$ cat src/rtl/b64lw_pkg.sv
// ----------------------------------------------------------------------------
// Base64 encoder package
// Shared constants, the group record type and the base64 alphabet lookup.
// ----------------------------------------------------------------------------
package b64lw_pkg;

  localparam int unsigned QUEUE_DEPTH_DEFAULT = 2;

  localparam logic [7:0] RESET_LINE_LENGTH = 8'd72;
  localparam logic [7:0] MIN_LINE_LENGTH   = 8'd4;

  localparam logic [7:0] CHAR_PAD = 8'd61;
  localparam logic [7:0] CHAR_CR  = 8'd13;
  localparam logic [7:0] CHAR_LF  = 8'd10;
  localparam logic [7:0] CHAR_PLUS  = 8'd43;
  localparam logic [7:0] CHAR_SLASH = 8'd47;

  // One encoded group: four characters, the first in chars[0].
  typedef struct packed {
    logic [3:0][7:0] chars;
    logic            last;
  } group_t;

  function automatic logic [7:0] b64_symbol(input logic [5:0] v);
    logic [7:0] c;
    if (v < 6'd26) begin
      c = 8'd65 + {2'b00, v};
    end else if (v < 6'd52) begin
      c = 8'd71 + {2'b00, v};
    end else if (v < 6'd62) begin
      c = {2'b00, v} - 8'd4;
    end else if (v == 6'd62) begin
      c = CHAR_PLUS;
    end else begin
      c = CHAR_SLASH;
    end
    return c;
  endfunction

endpackage

$ cat src/rtl/base64_encoder_line_wrap_top.sv
// ----------------------------------------------------------------------------
// Base64 encoder with line wrapping
// Encodes a byte stream into base64 characters, breaking lines with CR LF.
// ----------------------------------------------------------------------------
//  Channel  Direction  Payload
//  s_*      in         tdata[7:0] in_byte, tlast is_last
//  m_*      out        tdata[7:0] out_char, tuser[0] run_last, tlast stream_last
//  cfg_*    in         wr_data[7:0] line_length, written when wr_en is high
//
// Bytes are taken one per cycle while the group queue has room; every third
// byte, or a last byte, becomes a four-character group in the queue.
// The output side sends one character per cycle while the receiver is ready,
// with a CR LF in front of a character whenever the current line is full.
// Reset is synchronous and clears the held byte count, the queue and the line count.
// A stalled output fills the queue, after which the input stops accepting.
// ----------------------------------------------------------------------------
module base64_encoder_line_wrap_top
  import b64lw_pkg::*;
#(
  parameter int unsigned QUEUE_DEPTH = QUEUE_DEPTH_DEFAULT
) (
  input  logic       clk,
  input  logic       rst,
  input  logic       s_tvalid,
  output logic       s_tready,
  input  logic [7:0] s_tdata,     // in_byte
  input  logic       s_tlast,     // is_last
  output logic       m_tvalid,
  input  logic       m_tready,
  output logic [7:0] m_tdata,     // out_char
  output logic [0:0] m_tuser,     // run_last
  output logic       m_tlast,     // stream_last
  input  logic       cfg_wr_en,
  input  logic [7:0] cfg_wr_data  // line_length
);

  logic [7:0] line_length;
  logic       q_full;
  logic       q_push;
  logic       q_pop;
  logic       q_valid;
  group_t     q_wr_data;
  group_t     q_rd_data;

  always_ff @(posedge clk) begin
    if (rst) begin
      line_length <= RESET_LINE_LENGTH;
    end else if (cfg_wr_en) begin
      line_length <= cfg_wr_data;
    end
  end

  b64lw_front u_front (
    .clk      (clk),
    .rst      (rst),
    .s_tvalid (s_tvalid),
    .s_tready (s_tready),
    .s_tdata  (s_tdata),
    .s_tlast  (s_tlast),
    .q_full   (q_full),
    .q_push   (q_push),
    .q_data   (q_wr_data)
  );

  b64lw_queue #(
    .DEPTH (QUEUE_DEPTH)
  ) u_queue (
    .clk     (clk),
    .rst     (rst),
    .push    (q_push),
    .wr_data (q_wr_data),
    .full    (q_full),
    .pop     (q_pop),
    .valid   (q_valid),
    .rd_data (q_rd_data)
  );

  b64lw_back u_back (
    .clk         (clk),
    .rst         (rst),
    .line_length (line_length),
    .q_valid     (q_valid),
    .q_data      (q_rd_data),
    .q_pop       (q_pop),
    .m_tvalid    (m_tvalid),
    .m_tready    (m_tready),
    .m_tdata     (m_tdata),
    .m_tuser     (m_tuser),
    .m_tlast     (m_tlast)
  );

endmodule

$ cat src/rtl/b64lw_front.sv
// ----------------------------------------------------------------------------
// Base64 encoder front end
// Gathers input bytes into groups of three and maps each group to four
// characters, padded where the stream ends on a partial group.
// ----------------------------------------------------------------------------
module b64lw_front
  import b64lw_pkg::*;
(
  input  logic       clk,
  input  logic       rst,
  input  logic       s_tvalid,
  output logic       s_tready,
  input  logic [7:0] s_tdata,   // in_byte
  input  logic       s_tlast,   // is_last
  input  logic       q_full,
  output logic       q_push,
  output group_t     q_data
);

  logic [1:0]  held_count;
  logic [15:0] held_bytes;
  logic [1:0]  count;
  logic        accept;
  logic        emit;
  logic [7:0]  b0;
  logic [7:0] b1;
  logic [7:0] b2;

  assign s_tready = !q_full;
  assign accept   = s_tvalid && s_tready;
  assign count    = held_count + 2'd1;
  assign emit     = (count == 2'd3) || s_tlast;
  assign q_push   = accept && emit;

  always_comb begin
    b0 = held_bytes[15:8];
    b1 = held_bytes[7:0];
    b2 = 8'd0;
    case (count)
      2'd1: begin
        b0 = s_tdata;
        b1 = 8'd0;
      end
      2'd2: b1 = s_tdata;
      default: b2 = s_tdata;
    endcase
    q_data.chars[0] = b64_symbol(b0[7:2]);
    q_data.chars[1] = b64_symbol({b0[1:0], b1[7:4]});
    q_data.chars[2] = b64_symbol({b1[3:0], b2[7:6]});
    q_data.chars[3] = b64_symbol(b2[5:0]);
    if (count != 2'd3) begin
      q_data.chars[3] = CHAR_PAD;
      if (count == 2'd1) begin
        q_data.chars[2] = CHAR_PAD;
      end
    end
    q_data.last = s_tlast;
  end

  always_ff @(posedge clk) begin
    if (rst) begin
      held_count <= 2'd0;
    end else if (accept) begin
      held_count <= emit ? 2'd0 : count;
    end
  end

  always_ff @(posedge clk) begin
    if (accept && !emit) begin
      if (count == 2'd1) begin
        held_bytes <= {s_tdata, 8'd0};
      end else begin
        held_bytes[7:0] <= s_tdata;
      end
    end
  end

endmodule

$ cat src/rtl/b64lw_queue.sv
// ----------------------------------------------------------------------------
// Base64 encoder group queue
// A short first-in first-out queue of encoded groups between the two halves.
// ----------------------------------------------------------------------------
module b64lw_queue
  import b64lw_pkg::*;
#(
  parameter int unsigned DEPTH = QUEUE_DEPTH_DEFAULT
) (
  input  logic   clk,
  input  logic   rst,
  input  logic   push,
  input  group_t wr_data,
  output logic   full,
  input  logic   pop,
  output logic   valid,
  output group_t rd_data
);

  localparam int unsigned PTR_W = (DEPTH > 1) ? $clog2(DEPTH) : 1;
  localparam int unsigned CNT_W = $clog2(DEPTH + 1);
  localparam logic [PTR_W-1:0] LAST_PTR = PTR_W'(DEPTH - 1);
  localparam logic [CNT_W-1:0] FULL_CNT = CNT_W'(DEPTH);

  group_t           mem [DEPTH];
  logic [PTR_W-1:0] wr_ptr;
  logic [PTR_W-1:0] rd_ptr;
  logic [CNT_W-1:0] fill;

  assign full    = (fill == FULL_CNT);
  assign valid   = (fill != '0);
  assign rd_data = mem[rd_ptr];

  always_ff @(posedge clk) begin
    if (push) begin
      mem[wr_ptr] <= wr_data;
    end
  end

  always_ff @(posedge clk) begin
    if (rst) begin
      wr_ptr <= '0;
      rd_ptr <= '0;
      fill   <= '0;
    end else begin
      if (push) begin
        wr_ptr <= (wr_ptr == LAST_PTR) ? '0 : wr_ptr + PTR_W'(1);
      end
      if (pop) begin
        rd_ptr <= (rd_ptr == LAST_PTR) ? '0 : rd_ptr + PTR_W'(1);
      end
      if (push && !pop) begin
        fill <= fill + CNT_W'(1);
      end else if (pop && !push) begin
        fill <= fill - CNT_W'(1);
      end
    end
  end

endmodule

$ cat src/rtl/b64lw_back.sv
// ----------------------------------------------------------------------------
// Base64 encoder back end
// Sends the characters of each group one per cycle while the output is not stalled,
// putting a CR LF in front of a character whenever the current line is full.
// ----------------------------------------------------------------------------
module b64lw_back
  import b64lw_pkg::*;
(
  input  logic       clk,
  input  logic       rst,
  input  logic [7:0] line_length,
  input  logic       q_valid,
  input  group_t     q_data,
  output logic       q_pop,
  output logic       m_tvalid,
  input  logic       m_tready,
  output logic [7:0] m_tdata,   // out_char
  output logic [0:0] m_tuser,   // run_last
  output logic       m_tlast    // stream_last
);

  typedef enum logic {
    PH_CHAR,
    PH_LF
  } phase_t;

  phase_t     phase;
  logic [1:0] idx;
  logic [7:0] line_count;
  logic [7:0] limit;
  logic       out_free;
  logic       wrap;
  logic       send_char;

  assign limit     = (line_length < MIN_LINE_LENGTH) ? MIN_LINE_LENGTH : line_length;
  assign out_free  = !m_tvalid || m_tready;
  assign wrap      = (line_count == limit);
  assign send_char = out_free && q_valid && (phase == PH_CHAR) && !wrap;
  assign q_pop     = send_char && (idx == 2'd3);

  always_ff @(posedge clk) begin
    if (rst) begin
      phase      <= PH_CHAR;
      idx        <= 2'd0;
      line_count <= 8'd0;
      m_tvalid   <= 1'b0;
      m_tdata    <= 8'd0;
      m_tuser    <= 1'b0;
      m_tlast    <= 1'b0;
    end else if (out_free) begin
      m_tvalid <= q_valid;
      if (q_valid) begin
        if (phase == PH_LF) begin
          m_tdata    <= CHAR_LF;
          m_tuser    <= 1'b0;
          m_tlast    <= 1'b0;
          line_count <= 8'd0;
          phase      <= PH_CHAR;
        end else if (wrap) begin
          m_tdata <= CHAR_CR;
          m_tuser <= 1'b0;
          m_tlast <= 1'b0;
          phase   <= PH_LF;
        end else begin
          m_tdata <= q_data.chars[idx];
          idx     <= idx + 2'd1;
          if (idx == 2'd3) begin
            m_tuser    <= 1'b1;
            m_tlast    <= q_data.last;
            line_count <= q_data.last ? 8'd0 : line_count + 8'd1;
          end else begin
            m_tuser    <= 1'b0;
            m_tlast    <= 1'b0;
            line_count <= line_count + 8'd1;
          end
        end
      end
    end
  end

endmodule

$ cat config.mk
export PLATFORM = sky130hd
export DESIGN_NAME = base64_encoder_line_wrap_top
export DESIGN_NICKNAME = d
export VERILOG_FILES = /design/src/rtl/b64lw_pkg.sv /design/src/rtl/base64_encoder_line_wrap_top.sv /design/src/rtl/b64lw_front.sv /design/src/rtl/b64lw_queue.sv /design/src/rtl/b64lw_back.sv
export SDC_FILE = /design/constraint.sdc
export NUM_CORES = 1
export LEC_CHECK = 0
export ABC_AREA = 1
export BUFFER_PORTS_ARGS = -buffer_cell sky130_fd_sc_hd__buf_2
export CORE_MARGIN = 3
export CORE_UTILIZATION = 55
export DETAILED_ROUTE_END_ITERATION = 8
export GPL_TIMING_DRIVEN = 0
export PLACE_DENSITY = 0.81
export SYNTH_ARGS = -nofsm -noshare
export SYNTH_HDL_FRONTEND = slang
export SYNTH_SLANG_ARGS = --single-unit
$ cat constraint.sdc
create_clock -name clk -period 8.2 [get_ports clk]
set_input_delay 0.41 -clock clk [delete_from_list [all_inputs] [get_ports clk]]
set_output_delay 0.41 -clock clk [all_outputs]
set_load 0.01 [all_outputs]
==> impl_metrics.env, run 1 <==
export IMPL_drt_total_wl_microns=15500
export IMPL_clock_skew_ns=0.00675
export IMPL_dr_pass1_iters=5
export IMPL_syn_area_sq_um=6780
export IMPL_crit_type="flop to flop"
export IMPL_final_core_util_pct=65.7
export IMPL_endpoint_kind="flop"
export IMPL_cts_setup_buffers=0
export IMPL_synth_cells=768
export IMPL_worst_path_max_delay_cell="dfxtp_1"
export IMPL_globalRouteTotalUtil_pct=23.8
export IMPL_synth_largest_area_cell="edfxtp_1"
export IMPL_cts_buffers=17
export IMPL_crit_required_ns=8.41
export IMPL_timing_setup_tns_ns=0
export IMPL_rows=39
export IMPL_async_flop_share_pct=0
export IMPL_grt_max_degree=35
export IMPL_grt_pass1_vias=5404
export IMPL_clk_pin_slew_ns=0.05
export IMPL_worst_pin_slew_ns=0.960
export IMPL_slew_headroom_pct=35.8
export IMPL_vias=5469
export IMPL_dp_slack_ns=5.49
export IMPL_internal_power_mw=1.23
export IMPL_ioPinCount=34
export IMPL_pwr_density_cell_nw_per_um2=222
export IMPL_p_leak_nw=3.22
export IMPL_synth_distinct_cells=44
export IMPL_final_layout_size_suffix_gt1_share_pct=17.4
export IMPL_hold_path_class="input pin to flop"
export IMPL_vias_per_cell=5.60
export IMPL_seqPwrFrac_pct=41.3
export IMPL_p_sw_mw=0.477
export IMPL_syn_nets=820
export IMPL_worst_path_max_fanout=10
export IMPL_finalSetupViolCount=0
export IMPL_insertion_delay_ns=0.42
export IMPL_synthTopCellsByArea="edfxtp_1 (36%), dfxtp_1 (11%), nand2_1 (8.1%), ha_1 (5.5%), a21oi_1 (4.4%)"
export IMPL_port_buffers=32
export IMPL_wl_per_cell_microns=15.9
export IMPL_ys_seq_area_share_pct=47.2
export IMPL_swShare_pct=27.9
export IMPL_synth_warnings=0
export IMPL_yosys_most_used_dff="edfxtp_1"
export IMPL_ys_seq_elements=119
export IMPL_status="completed"
export IMPL_pwr_share_clk_pct=40.4
export IMPL_grt_ovfl_total=0
export IMPL_avgSynthCellArea_sq_um=8.83
export IMPL_clk_path_buf_depth=2
export IMPL_hold_viol_final=0
export IMPL_cts_sinks=119
export IMPL_hpwl_microns=11300
export IMPL_ant_nets=0
export IMPL_h_tree_depth=4
export IMPL_drc=0
export IMPL_coreArea_sq_um=11700
export IMPL_maxSlewViolCount=0
export IMPL_timing_final_crit_share_pct=33.7
export IMPL_post_route_min_period_ns=2.76
export IMPL_globalplace_congestion=0.896
export IMPL_start_util_pct=57.9
export IMPL_max_stage_delay_ns=0.39
export IMPL_cp_arrival_ns=2.97
export IMPL_cts_resized_gates=0
export IMPL_crit_path_frequent_cell="inv_1"
export IMPL_die_area_sq_um=13700
export IMPL_max_cap_violations=0
export IMPL_drt_iter0_drc=454
export IMPL_fmaxAchievable_mhz=362
export IMPL_root_buffer="clkbuf_16"
export IMPL_path_cells="inv_1, ha_1, buf_6, buf_6, o21ai_4, inv_1, ha_1, inv_1, o21ai_1, a21oi_2, inv_2, a21oi_1"
export IMPL_antenna_cells=0
export IMPL_die_h_microns=117
export IMPL_peakVddDrop_uv=161
export IMPL_grt_pass1_wl_microns=25200
export IMPL_power_share_combinational_pct=18.4
export IMPL_rsz0062_at_grt="false"
export IMPL_synth_edff_count=82
export IMPL_fill_cells=917
export IMPL_cts_tree="yes"
export IMPL_dieWidth_microns=117
export IMPL_cp_start_kind="flop"
export IMPL_nets=872
export IMPL_synth_top_area_share_pct=36.3
export IMPL_ctsHoldBuffers=0
export IMPL_antenna_found_initial=0
export IMPL_area_growth_syn_to_layout_pct=13.5
export IMPL_fin_ws_ns=5.44
area by class of cell:
| type | instances | area, sq um | area share (%) |
|---|---|---|---|
| clock buffers | 20 | 437 | 5.67 |
| well taps | 143 | 179 | 2.32 |
| repair buffers | 33 | 171 | 2.23 |
| clock inverters | 12 | 110 | 1.43 |
| multi-input cells | 535 | 3120 | 40.5 |
| inverters | 92 | 354 | 4.60 |
| flip-flops and latches | 119 | 3200 | 41.6 |
| plain buffers | 22 | 126 | 1.64 |
state kept, by name, summed over array words and instances, names as in the netlist, 2 cells and up, named ones only:
name,cells
line_length,8
u_back.idx,2
u_back.line_count,8
u_back.m_tdata,8
u_front.held_bytes,16
u_front.held_count,2
u_queue.fill,2
u_queue.mem,66
synth_stat cells (12+ instances only):
library cell	number
xnor2_1	12
inv_1	77
xor2_1	16
nand2_2	14
a21oi_1	59
o21ai_0	48
nor2_1	65
nand3_1	44
dfxtp_1	37
edfxtp_1	82
nand2_1	147
ha_1	30
o21ai_1	12
critical path, delay by kind of cell (launching register included):
family | cells | cell delay, ns
AOI/OAI and AO/OA | 4 | 0.93
adders and majority gates | 2 | 0.53
buffers and inverters | 6 | 0.70
DFF | 1 | 0.39
power groups by stage:
stage	logic, mW	clock network (mW)	registers (mW)
floorplan	0.225	0	0.717
global placement	0.291	0	0.717
detailed placement	0.308	0	0.718
CTS	0.311	0.696	0.707
global route	0.350	0.723	0.709
finish	0.314	0.691	0.707
worst paths after layout:
kind	from	endpoint	slack, ns	cells past startpoint
worst max-delay path	u_front.held_count[1]	u_queue.mem[0][6]	5.44	12
worst min register to register	u_back.m_tlast	u_back.m_tlast	0.46	2
worst min-delay path	cfg_wr_data[3]	line_length[3]	0.21	3
worst max register to register	u_front.held_count[1]	u_queue.mem[0][6]	5.44	12
per-layer routing:
metal	vias to the layer above	GRT usage [%]	part of all wire, %
met5	-	0	0
met2	196	41.4	51
li1	2701	-	-
met1	2551	29.1	43
met4	0	7.26	1.3
met3	21	6.17	5.5
layout by cell type, fill, tap and decap left out, types with 3 or more instances in the layout:
cell       count
xnor2_1       12
o21ai_1       12
nand2_4        8
a22o_1         8
nand4_1       11
dfxtp_1       37
nor2_4         5
o21ai_2        5
o211ai_1       7
nand2_2       14
nand2_1      147
o21ai_0       48
inv_1         77
nand3_2        6
nor2_1        63
inv_2         11
clkinv_2       8
o21ai_4        3
clkbuf_1      14
inv_4          3
ha_1          30
nor3_1         7
a21oi_2        4
edfxtp_1      82
a21oi_1       59
o22ai_1        5
clkbuf_16     17
buf_2         39
xor2_1        16
buf_6          3
nor3_2         4
nand3_1       44
kinds of logic after synthesis:
logic type      synth area share (%)
xor+xnor                        3.62
flops                           47.2
fa+ha+maj                       5.53
simple gates                    22.1
compound gates                  14.4
buf+inv                         7.08
per-stage QoR:
step	cells	power [mW]	hold WS, ns	cell area (sq um)
finish	976	1.71	0.206	7700
global route	976	1.78	0.214	7700
CTS	976	1.71	0.198	7700
detailed placement	944	1.03	0.455	7150
global placement	943	1.01	0.451	7120
floorplan	768	0.943	0.461	6780
Note: power is estimated with default switching activity, not from simulation.
==> run 2, diff against run 1 <==
--- a/config.mk
+++ b/config.mk
@@ -11,7 +11,7 @@
 export CORE_UTILIZATION = 55
 export DETAILED_ROUTE_END_ITERATION = 8
 export GPL_TIMING_DRIVEN = 0
-export PLACE_DENSITY = 0.81
+export PLACE_DENSITY = 0.84
 export SYNTH_ARGS = -nofsm -noshare
 export SYNTH_HDL_FRONTEND = slang
 export SYNTH_SLANG_ARGS = --single-unit
==> constraint.sdc (replaced) <==
create_clock -name clk -period 2.5 [get_ports clk]
set_input_delay 0.125 -clock clk [delete_from_list [all_inputs] [get_ports clk]]
set_output_delay 0.125 -clock clk [all_outputs]
set_load 0.01 [all_outputs]
==> impl_metrics.env, run 2 (synthesized netlist as in run 1, its figures left out) <==
export IMPL_highest_layer="met4"
export IMPL_max_cap_violations=0
export IMPL_rows=39
export IMPL_finalSetupViolCount=0
export IMPL_fmaxAchievable_mhz=413
export IMPL_grt_max_degree=34
export IMPL_total_power_mw=5.76
export IMPL_r2r_slack_ns=0.08
export IMPL_regMostFlops="u_queue.mem"
export IMPL_fin_ws_ns=0.0804
export IMPL_cts_tree="yes"
export IMPL_cts_buffers=17
export IMPL_dieWidth_microns=117
export IMPL_clk_pin_slew_ns=0.05
export IMPL_globalRouteTotalUtil_pct=24.1
export IMPL_insertion_delay_ns=0.42
export IMPL_cp_arrival_ns=2.58
export IMPL_die_h_microns=117
export IMPL_crit_type="flop to flop"
export IMPL_crit_required_ns=2.66
export IMPL_timing_final_crit_share_pct=96.8
export IMPL_wl_met3_microns=1130
export IMPL_clk_path_buf_depth=2
export IMPL_globalplace_congestion=0.906
export IMPL_root_buffer="clkbuf_16"
export IMPL_grt_pass1_vias=5142
export IMPL_grt_ovfl_total=0
export IMPL_met1_length_microns=6770
export IMPL_status="completed"
export IMPL_post_route_min_period_ns=2.42
export IMPL_coreArea_sq_um=11700
export IMPL_maxSlewViolCount=0
export IMPL_multiInputGateArea_sq_um=3260
export IMPL_h_tree_depth=4
export IMPL_nets=899
export IMPL_holdPathEnd="u_back.m_tvalid"
export IMPL_dp_slack_ns=-0.222
export IMPL_antenna_cells=0
export IMPL_cts_sinks=119
export IMPL_dr_pass1_iters=7
export IMPL_wl_per_cell_microns=15.9
export IMPL_peakVddDrop_uv=576
export IMPL_reg2regPathDepth=14
export IMPL_vias_per_cell=5.59
export IMPL_cp_start_kind="flop"
export IMPL_seq_area_sq_um=3210
export IMPL_drc=0
export IMPL_slew_headroom_pct=54.5
export IMPL_die_area_sq_um=13700
export IMPL_hold_viol_final=0
export IMPL_worst_path_max_fanout=10
export IMPL_reg2reg_to="u_queue.mem[1][6]"
export IMPL_hold_path_cell_count=4
export IMPL_largest_reg_flops=66
export IMPL_largest_registers="u_queue.mem: 66 flops, u_front.held_bytes: 16 flops"
export IMPL_fill_cells=840
export IMPL_vias=5608
export IMPL_drt_total_wl_microns=15900
export IMPL_ioPinCount=34
export IMPL_final_layout_size_suffix_gt1_share_pct=22.4
export IMPL_drt_iter0_drc=550
export IMPL_final_common_cell="nand2_1"
export IMPL_endpoint_kind="flop"
export IMPL_final_cell_mix="nand2_1 (143), edfxtp_1 (82), inv_1 (71), nor2_1 (61), a21oi_1 (55)"
export IMPL_p_leak_nw=3.38
export IMPL_port_buffers=32
export IMPL_area_growth_syn_to_layout_pct=20.1
export IMPL_antenna_found_initial=0
export IMPL_ant_nets=0
export IMPL_grt_pass1_wl_microns=25200
export IMPL_wl_met2_microns=7690
export IMPL_hp_start="m_tready"
export IMPL_pwr_density_cell_nw_per_um2=707
export IMPL_r2r_start="u_front.held_count[0]"
export IMPL_worst_pin_slew_ns=0.678
export IMPL_final_cells=1003
export IMPL_clock_skew_ns=0.0112
export IMPL_hold_path_class="input pin to flop"
export IMPL_hpwl_microns=10700
export IMPL_dp_cells=945
export IMPL_start_util_pct=57.9
-- run 2: worst max-delay path by stage --
| stage | start | end | slack, ns |
|---|---|---|---|
| 2_1_floorplan | u_front.held_count[0] | u_front.held_bytes[0] | 0.05 |
| 3_3_place_gp | u_front.held_count[0] | u_queue.mem[1][30] | -0.68 |
| 3_5_place_dp | u_front.held_count[1] | u_queue.mem[0][2] | -0.22 |
| 4_1_cts | u_front.held_count[0] | u_queue.mem[0][30] | 0.004 |
| 5_1_grt | u_front.held_count[0] | u_queue.mem[0][6] | -0.03 |
| 6_report | u_front.held_count[0] | u_queue.mem[1][6] | 0.08 |
-- run 2: critical path, stage by stage, from the launching register on --
cell,delay (ns)
dfxtp_2,0.36
inv_2,0.08
ha_4,0.19
buf_8,0.14
buf_8,0.14
nand2_4,0.07
o21ai_4,0.06
buf_4,0.15
ha_2,0.18
inv_2,0.05
o21ai_1,0.08
a21oi_2,0.27
inv_2,0.16
a21oi_2,0.15
a21oi_2,0.06
-- run 2: power by group --
| group | leakage, nW | switching [mW] | internal (mW) |
|---|---|---|---|
| registers | 1.05 | 0.0505 | 2.26 |
| logic | 2.04 | 0.737 | 0.414 |
| clock network | 0.282 | 0.830 | 1.46 |
| total | 3.38 | 1.62 | 4.14 |
-- run 2: what timing repair did --
action                                  in CTS  in global routing
pin swaps                                    3                  9
hold endpoints to repair                    10                  0
gates resized for setup                      9                 37
endpoints found under the setup margin      71                113
hold buffers                                11                  0
gates cloned                                 1                  0
setup buffers                                4                 11
-- run 2: stage by stage --
step / hold WS (ns) / TNS (ns) / cell area, sq um / utilization, %
floorplan: 0.224 / 0 / 6790 / -
global placement: 0.338 / -57.32 / 7130 / 60.9
detailed placement: 0.353 / -10.06 / 7170 / 61.3
CTS: 0.00138 / 0 / 7910 / 67.6
global route: 0.0462 / -0.0985 / 8150 / 69.6
finish: 0.0199 / 0 / 8150 / 69.6
-- run 2: per-layer routing --
metal,up-vias,GRT usage [%]
met5,-,0
met4,0,8.03
met3,29,7.61
met2,215,38.8
met1,2606,31.2
li1,2758,-
-- run 2: area by class of cell --
class | instances | area share [%]
timing repair buffer | 60 | 5.39
clock inverter | 5 | 0.415
clock buffer | 27 | 6.57
multi-input combinational | 536 | 40.1
sequential | 119 | 39.4
buffer | 21 | 1.60
inverter | 92 | 4.38
tap | 143 | 2.20
